`config.mk`:
```
export PLATFORM = sky130hd
export DESIGN_NAME = humidity_temperature_frame_decoder
export DESIGN_NICKNAME = d
export VERILOG_FILES = /design/src/design/hfd_pkg.sv /design/src/design/hfd_frame_track.sv /design/src/design/hfd_scale.sv /design/src/design/humidity_temperature_frame_decoder.sv
export VERILOG_INCLUDE_DIRS = /design/src /design/src/design
export SDC_FILE = /design/constraint.sdc
export NUM_CORES = 1
export LEC_CHECK = 0
export BUFFER_PORTS_ARGS = -buffer_cell sky130_fd_sc_hd__buf_2
export CORE_MARGIN = 5
export CORE_UTILIZATION = 29
export DETAILED_ROUTE_END_ITERATION = 8
export GPL_TIMING_DRIVEN = 1
export PLACE_DENSITY = 0.43
export SLEW_MARGIN = 20
export SYNTH_ARGS = -nofsm -noshare
export SYNTH_HDL_FRONTEND = slang
export SYNTH_SLANG_ARGS = --single-unit
```
`constraint.sdc`:
```
create_clock -name clk -period 7.38 [get_ports clk]
set_clock_uncertainty 0.15 [all_clocks]
set_input_delay 1.845 -clock clk [delete_from_list [all_inputs] [get_ports clk]]
set_output_delay 1.845 -clock clk [all_outputs]
set_load 0.05 [all_outputs]
```
`src/design/humidity_temperature_frame_decoder_assert.svh`:
```
// Assertion macros shared by the frame decoder modules.
// Each macro expects signals named clk and rst_n in the scope where it is used.
`ifndef HUMIDITY_TEMPERATURE_FRAME_DECODER_ASSERT_SVH
`define HUMIDITY_TEMPERATURE_FRAME_DECODER_ASSERT_SVH

// The consequent must hold in the same cycle as the antecedent.
`define HFD_ASSERT_NOW(lbl, ante, cons, msg) \
  lbl: assert property (@(posedge clk) disable iff (!rst_n) (ante) |-> (cons)) \
    else $error(msg);

// The consequent must hold in the cycle after the antecedent.
`define HFD_ASSERT_NEXT(lbl, ante, cons, msg) \
  lbl: assert property (@(posedge clk) disable iff (!rst_n) (ante) |=> (cons)) \
    else $error(msg);

`endif

```
`src/design/hfd_pkg.sv`:
```
`timescale 1ns / 1ps

package hfd_pkg;

  localparam int FRAME_BYTES = 7;
  localparam int POS_W       = $clog2(FRAME_BYTES);
  localparam logic [POS_W-1:0] LAST_POS = POS_W'(FRAME_BYTES - 1);

  localparam logic [7:0] CRC_POLY = 8'h31;
  localparam logic [7:0] CRC_INIT = 8'hFF;

  // Status byte bit positions.
  localparam int ST_CAL_BIT  = 3;
  localparam int ST_CRCF_BIT = 4;
  localparam int ST_BUSY_BIT = 7;

  localparam int RAW_W   = 20;
  localparam int HUM_W   = 14;
  localparam int TEMP_W  = 15;

  localparam logic [13:0] HUM_SCALE   = 14'd10000;
  localparam logic [14:0] TEMP_SCALE  = 15'd20000;
  localparam logic [15:0] TEMP_OFFSET = 16'd5000;

  typedef enum logic [1:0] {
    OUTCOME_VALID  = 2'd0,
    OUTCOME_STATUS = 2'd1,
    OUTCOME_CRC    = 2'd2
  } outcome_t;

  // Result of the frame tracker for the byte currently offered to it.
  typedef struct packed {
    logic             last;
    outcome_t         outcome;
    logic [RAW_W-1:0] hum_raw;
    logic [RAW_W-1:0] temp_raw;
  } frame_res_t;

  typedef struct packed {
    logic        [HUM_W-1:0]  hum_centi;
    logic signed [TEMP_W-1:0] temp_centi;
  } scaled_t;

  // One byte of CRC-8, MSB first, no reflection.
  function automatic logic [7:0] crc8_byte(input logic [7:0] crc, input logic [7:0] b);
    logic [7:0] c;
    c = crc ^ b;
    for (int k = 0; k < 8; k++) begin
      c = c[7] ? ((c << 1) ^ CRC_POLY) : (c << 1);
    end
    return c;
  endfunction

endpackage

```
`src/design/hfd_frame_track.sv`:
```
`timescale 1ns / 1ps

module hfd_frame_track import hfd_pkg::*; (
  input  logic             clk,
  input  logic             rst_n,
  input  logic             en,
  input  logic [7:0]       rx_byte,
  input  logic             frame_start,
  output frame_res_t       res
);

`include "humidity_temperature_frame_decoder_assert.svh"

  logic [POS_W-1:0] pos_r, pos_nxt;
  logic [7:0]       crc_r, crc_nxt;
  logic [7:0]       status_r, status_nxt;
  logic [39:0]      data_r, data_nxt;
  logic [POS_W-1:0] pos;
  logic             ok_status;

  assign pos = frame_start ? '0 : pos_r;
  assign ok_status = status_r[ST_CAL_BIT] & status_r[ST_CRCF_BIT] & ~status_r[ST_BUSY_BIT];

  always_comb begin
    res.last = (pos >= LAST_POS);
    priority if (!ok_status) begin
      res.outcome = OUTCOME_STATUS;
    end else if (crc_r != rx_byte) begin
      res.outcome = OUTCOME_CRC;
    end else begin
      res.outcome = OUTCOME_VALID;
    end
    if (res.outcome == OUTCOME_VALID) begin
      res.hum_raw  = data_r[39:20];
      res.temp_raw = data_r[19:0];
    end else begin
      res.hum_raw  = '0;
      res.temp_raw = '0;
    end
  end

  always_comb begin
    pos_nxt    = pos_r;
    crc_nxt    = crc_r;
    status_nxt = status_r;
    data_nxt   = data_r;
    if (en) begin
      if (pos >= LAST_POS) begin
        pos_nxt = '0;
        crc_nxt = CRC_INIT;
      end else begin
        pos_nxt = pos + POS_W'(1);
        if (pos == '0) begin
          status_nxt = rx_byte;
          data_nxt   = '0;
          crc_nxt    = crc8_byte(CRC_INIT, rx_byte);
        end else begin
          data_nxt = {data_r[31:0], rx_byte};
          crc_nxt  = crc8_byte(crc_r, rx_byte);
        end
      end
    end
  end

  always_ff @(posedge clk) begin
    if (!rst_n) begin
      pos_r    <= '0;
      crc_r    <= CRC_INIT;
      status_r <= '0;
      data_r   <= '0;
    end else begin
      pos_r    <= pos_nxt;
      crc_r    <= crc_nxt;
      status_r <= status_nxt;
      data_r   <= data_nxt;
    end
  end

  `HFD_ASSERT_NOW(a_pos_range, 1'b1, pos_r <= LAST_POS, "byte position out of range")
  `HFD_ASSERT_NEXT(a_last_rewinds, en && res.last, pos_r == '0 && crc_r == CRC_INIT,
                   "frame end did not rewind position and CRC")
  `HFD_ASSERT_NEXT(a_start_advances, en && frame_start, pos_r == POS_W'(1),
                   "status byte did not move to first data byte")

endmodule

```
`src/design/hfd_scale.sv`:
```
`timescale 1ns / 1ps

module hfd_scale import hfd_pkg::*; (
  input  frame_res_t res,
  output scaled_t    scaled
);

  logic [RAW_W+HUM_W-1:0]  hum_prod;
  logic [RAW_W+TEMP_W-1:0] temp_prod;
  logic [15:0]             temp_diff;

  assign hum_prod  = res.hum_raw * HUM_SCALE;
  assign temp_prod = res.temp_raw * TEMP_SCALE;
  assign temp_diff = {1'b0, temp_prod[RAW_W+TEMP_W-1:RAW_W]} - TEMP_OFFSET;

  // Refused frames report zero in every value field, the offset included.
  always_comb begin
    if (res.outcome == OUTCOME_VALID) begin
      scaled.hum_centi  = hum_prod[RAW_W+HUM_W-1:RAW_W];
      scaled.temp_centi = signed'(temp_diff[TEMP_W-1:0]);
    end else begin
      scaled.hum_centi  = '0;
      scaled.temp_centi = '0;
    end
  end

endmodule

```
`src/design/humidity_temperature_frame_decoder.sv`:
```
`timescale 1ns / 1ps

// Humidity and temperature sensor frame decoder. Feed the seven frame bytes
// (status, five data bytes, CRC) one transfer per byte; frame_start marks the
// status byte and may be raised at any position to drop a partial frame. One
// result transfer follows each seventh byte, carrying an outcome (valid, status
// refused, CRC mismatch), the two 20-bit raw codes and both values in
// hundredths; a refused or mismatched frame reports zero in every value field.
// The block takes one byte every clock cycle as long as the result side keeps
// up. A byte waits in the input register, where the CRC-8 step
// (polynomial 0x31, initial value 0xFF) and the scaling multipliers are
// evaluated, and leaves it when the result register is free; the last byte
// of a frame loads its result into the result register as it leaves.
// A stall on the result channel while a result is offered holds the result
// register and, once the input register is full, stalls the input channel
// in the same cycle.

module humidity_temperature_frame_decoder import hfd_pkg::*; (
  input  logic                     clk,
  input  logic                     rst_n,
  input  logic                     in_valid,
  output logic                     in_stall,
  input  logic [7:0]               in_rx_byte,
  input  logic                     in_frame_start,
  output logic                     out_valid,
  input  logic                     out_stall,
  output logic [1:0]               out_outcome,
  output logic [RAW_W-1:0]         out_humidity_raw,
  output logic [RAW_W-1:0]         out_temperature_raw,
  output logic [HUM_W-1:0]         out_humidity_centi,
  output logic signed [TEMP_W-1:0] out_temperature_centi
);

`include "humidity_temperature_frame_decoder_assert.svh"

  // Input register.
  logic       s1_valid_r, s1_valid_nxt;
  logic [7:0] s1_byte_r;
  logic       s1_start_r;

  // Result register.
  logic                     out_valid_r, out_valid_nxt;
  outcome_t                 out_outcome_r;
  logic [RAW_W-1:0]         out_hum_raw_r;
  logic [RAW_W-1:0]         out_temp_raw_r;
  logic [HUM_W-1:0]         out_hum_centi_r;
  logic signed [TEMP_W-1:0] out_temp_centi_r;

  logic       out_free;
  logic       s1_move;
  logic       in_take;
  frame_res_t res;
  scaled_t    scaled;

  // The result register can take a new value when it is empty or its value
  // transfers in this cycle. The input register drains under the same rule,
  // whether or not its byte closes a frame, which keeps results in order.
  assign out_free = !out_valid_r || !out_stall;
  assign s1_move  = s1_valid_r && out_free;
  assign in_stall = s1_valid_r && !out_free;
  assign in_take  = in_valid && !in_stall;

  hfd_frame_track u_track (
    .clk         (clk),
    .rst_n       (rst_n),
    .en          (s1_move),
    .rx_byte     (s1_byte_r),
    .frame_start (s1_start_r),
    .res         (res)
  );

  hfd_scale u_scale (
    .res    (res),
    .scaled (scaled)
  );

  always_comb begin
    s1_valid_nxt = s1_valid_r;
    if (in_take) begin
      s1_valid_nxt = 1'b1;
    end else if (s1_move) begin
      s1_valid_nxt = 1'b0;
    end
  end

  always_comb begin
    out_valid_nxt = out_valid_r;
    if (out_free) begin
      out_valid_nxt = s1_move && res.last;
    end
  end

  always_ff @(posedge clk) begin
    if (!rst_n) begin
      s1_valid_r  <= 1'b0;
      out_valid_r <= 1'b0;
    end else begin
      s1_valid_r  <= s1_valid_nxt;
      out_valid_r <= out_valid_nxt;
    end
  end

  always_ff @(posedge clk) begin
    if (in_take) begin
      s1_byte_r  <= in_rx_byte;
      s1_start_r <= in_frame_start;
    end
    if (s1_move && res.last) begin
      out_outcome_r    <= res.outcome;
      out_hum_raw_r    <= res.hum_raw;
      out_temp_raw_r   <= res.temp_raw;
      out_hum_centi_r  <= scaled.hum_centi;
      out_temp_centi_r <= scaled.temp_centi;
    end
  end

  assign out_valid             = out_valid_r;
  assign out_outcome           = out_outcome_r;
  assign out_humidity_raw      = out_hum_raw_r;
  assign out_temperature_raw   = out_temp_raw_r;
  assign out_humidity_centi    = out_hum_centi_r;
  assign out_temperature_centi = out_temp_centi_r;

  `HFD_ASSERT_NOW(a_stall_needs_item, in_stall, s1_valid_r,
                  "input stalled with an empty input register")
  `HFD_ASSERT_NEXT(a_frame_end_gives_result, s1_move && res.last, out_valid_r,
                   "frame end did not load the result register")
  `HFD_ASSERT_NOW(a_refused_fields_zero,
                  out_valid_r && out_outcome_r != OUTCOME_VALID,
                  out_hum_raw_r == '0 && out_temp_raw_r == '0 &&
                  out_hum_centi_r == '0 && out_temp_centi_r == '0,
                  "refused frame carries nonzero value fields")

endmodule

```
==> metrics <==
die area=44500 sq um; IO Port Bufs=85; num rows=73; Max-cap violations=0; root buffer cell=clkbuf_16; reg2reg start=s1_byte_r[3]$_DFFE_PP_; share of async-settable or async-resettable flops after synthesis=0; Final Wtd Congestion=0.779; Worst Setup SP=s1_byte_r[3]$_DFFE_PP_; syn_area_per_cell=9.67 sq um; Slew @ Worst Pin=0.915 ns; # diodes=0; Yosys top cell area share=0.205; First DRT Iteration DRCs=326; Crit. End Element=flop; R2R Path End=out_temperature_centi[11]$_SDFFCE_PP0P_; Tmin final=7.07 ns; clk_lat worst skew=0.44 ns; TritonCTS clock tree=yes; layout filler cell count=4157; height of the die=211 microns; CORE AREA=39800 sq um; Critical Path AT=7.10 ns; final hold slack=0.314 ns; unrepaired setup endpoints after global routing=no; max-slew violations=0; DP Wirelength=21900 microns; vias in the first global route=8652; Global Route Usage Sum=0.130; final hold violations=0; Via density=4.54; die extent in x=211 microns; Pre-antenna DRT Iters=4; depth of the CTS H-tree=4; Net Sw Power=472 uW; Sink Count=136; Yosys reg bits=136; Lkg Pwr=6.64 nW; syn nets=1479; clk buf depth=2; Max Clk Rate=142 MHz; Setup CP Type=flop to flop; WP data required=7.41 ns; largest net degree at the start of global routing=57; global-route wire length before repair=46200 microns; Initial Util=0.294; switching share of power=0.252; worst setup path endpoint=out_temperature_centi[11]$_SDFFCE_PP0P_; combinational share of power=0.072; Ys Warns=0; r2r worst-path depth=23; Post-synth top cells=inv_1, ha_1, nand2_1; synthesis-to-layout area growth=15.0%; run status=completed; Max VDD drop=0.145 mV; DRC=0; clk slew on worst S/H paths=0.07 ns; CP Max Fanout=9; Max transition margin=0.390; top_reg_cell synth=edfxtp_1; initial antenna violation count=0; Distinct cells, synth=64; Worst Setup Start Kind=flop; final worst-path cycle share=0.957; Cell Int Power=1.40 mW; Clock Power Share=0.489; I/O pins=86; routed len/inst=15.3 microns; Reg power frac=0.439; final net count=1565; Syn Std Cell Area=11700 sq um; ANT nets after route=0; top-count cell post-synth=inv_1; final setup TNS=0 ns; Reg2Reg Setup Slack=0.31 ns; Setup violations, final=0; via count=8338; Pwr per Cell Area=139 nW/um^2; layout cells sized above 1=0.124; Seq/Total Area, Yosys=0.301; grt ovf=0; worst hold-check path type=flop to flop; wirelength, routed=28000 microns; Post-synth EDFFs=80; Synth area leader=edfxtp_1; synth top area cells=edfxtp_1, ha_1, fa_1; Synth Instances=1211; cts bufs inserted=17
[through the flow]
step	power, mW	instance area, sq um	util	setup WS [ns]	cells
after global routing	1.95	13500	0.338	0.0165	1835
after detailed placement	0.972	12800	0.321	0.164	1802
after global placement	0.972	12800	0.321	0.231	1802
after floorplan	0.940	11700	-	0.473	1211
after CTS	1.91	13400	0.337	0.147	1834
final	1.87	13500	0.338	0.314	1835
[cells by family (layout without fill, tap and decap cells)]
family	after synthesis	count (layout)	share of synthesized area
XOR/XNOR	63	63	0.0478
AND/OR/NAND/NOR	304	304	0.124
multiplexers	3	3	0.00267
adder cells (fa/ha/maj)	255	255	0.329
flip-flops	136	136	0.301
AO/OA/AOI/OAI	174	174	0.106
buffers and inverters	276	375	0.0893
[layer usage]
layer  share of wire  GRT usage  up-vias
met3           0.030     0.0233       21
met4          0.0093     0.0268        0
li1                -          -     4172
met2            0.45      0.205       97
met1            0.51      0.188     4048
met5               0          0        -
[critical path, stage by stage (launching register included)]
cell and delay, ns:
edfxtp_1 0.51, xor2_2 0.24, nor4_4 0.29, and3_2 0.33
buf_4 0.19, and2_1 0.32, fa_1 0.47, ha_1 0.29
ha_1 0.29, ha_1 0.28, inv_1 0.05, fa_1 0.50
inv_1 0.04, ha_1 0.31, a211oi_1 0.30, nand3_1 0.13
o211ai_1 0.36, a211oi_2 0.21, or3_1 0.44, a32oi_4 0.36
a211oi_4 0.13, a221o_1 0.37, nor3_1 0.18, nor3b_2 0.06
[repair_timing]
action / 4_1_cts / 5_1_grt
hold buffers: 0 / 0
setup endpoints to repair: 0 / 11
hold endpoints to repair: 0 / 0
setup buffers: 0 / 1
resized for setup: 0 / 12
[cell type report]
cell class,instances,area [sq um],share of cell area
Tap cell,525,657,0.0488
Multi-Input combinational cell,799,7190,0.534
Clock inverter,9,67.6,0.00502
Clock buffer,23,553,0.0411
Inverter,239,898,0.0667
Sequential cell,136,3520,0.262
Timing Repair Buffer,104,581,0.0431
[state kept, by name (all words and copies together), names as in the netlist]
register               count
u_track.data_r            40
u_track.status_r           3
s1_start_r                 1
s1_valid_r                 1
s1_byte_r                  8
out_outcome                2
u_track.crc_r              8
out_humidity_raw          20
out_valid                  1
out_humidity_centi        14
out_temperature_raw       20
u_track.pos_r              3
out_temperature_centi     15
[worst min-delay path by stage]
stage / to / slack, ns / cells past startpoint / start
2_1_floorplan: u_track.status_r[7]$_SDFFE_PN0P_ / 0.29 / 2 / u_track.status_r[7]$_SDFFE_PN0P_
3_3_place_gp: u_track.status_r[7]$_SDFFE_PN0P_ / 0.30 / 2 / u_track.status_r[7]$_SDFFE_PN0P_
3_5_place_dp: u_track.data_r[37]$_SDFFE_PN0P_ / 0.31 / 2 / u_track.data_r[37]$_SDFFE_PN0P_
4_1_cts: u_track.data_r[37]$_SDFFE_PN0P_ / 0.32 / 2 / u_track.data_r[37]$_SDFFE_PN0P_
5_1_grt: u_track.data_r[38]$_SDFFE_PN0P_ / 0.34 / 2 / u_track.data_r[38]$_SDFFE_PN0P_
6_report: u_track.data_r[37]$_SDFFE_PN0P_ / 0.31 / 2 / u_track.data_r[37]$_SDFFE_PN0P_
[layout by cell type, fill, tap and decap left out, types with 10 or more instances in the layout]
| cell | n |
|---|---|
| a21boi_0 | 45 |
| a21o_1 | 13 |
| a21oi_1 | 37 |
| and2_1 | 16 |
| buf_2 | 85 |
| buf_4 | 18 |
| clkbuf_16 | 21 |
| dfxtp_1 | 56 |
| edfxtp_1 | 80 |
| fa_1 | 88 |
| ha_1 | 167 |
| inv_1 | 236 |
| nand2_1 | 116 |
| nand3_1 | 59 |
| nor2_1 | 42 |
| nor3_1 | 19 |
| o21ai_0 | 10 |
| xnor2_1 | 37 |
| xor2_1 | 23 |
[power groups by stage]
stage	Sequential, mW	Combinational, mW	Clock, mW
floorplan	0.831	0.108	0
global placement	0.836	0.136	0
detailed placement	0.837	0.135	0
CTS	0.820	0.136	0.956
global route	0.822	0.148	0.975
finish	0.821	0.135	0.914
No activity file was read; power rests on OpenSTA's default activity.
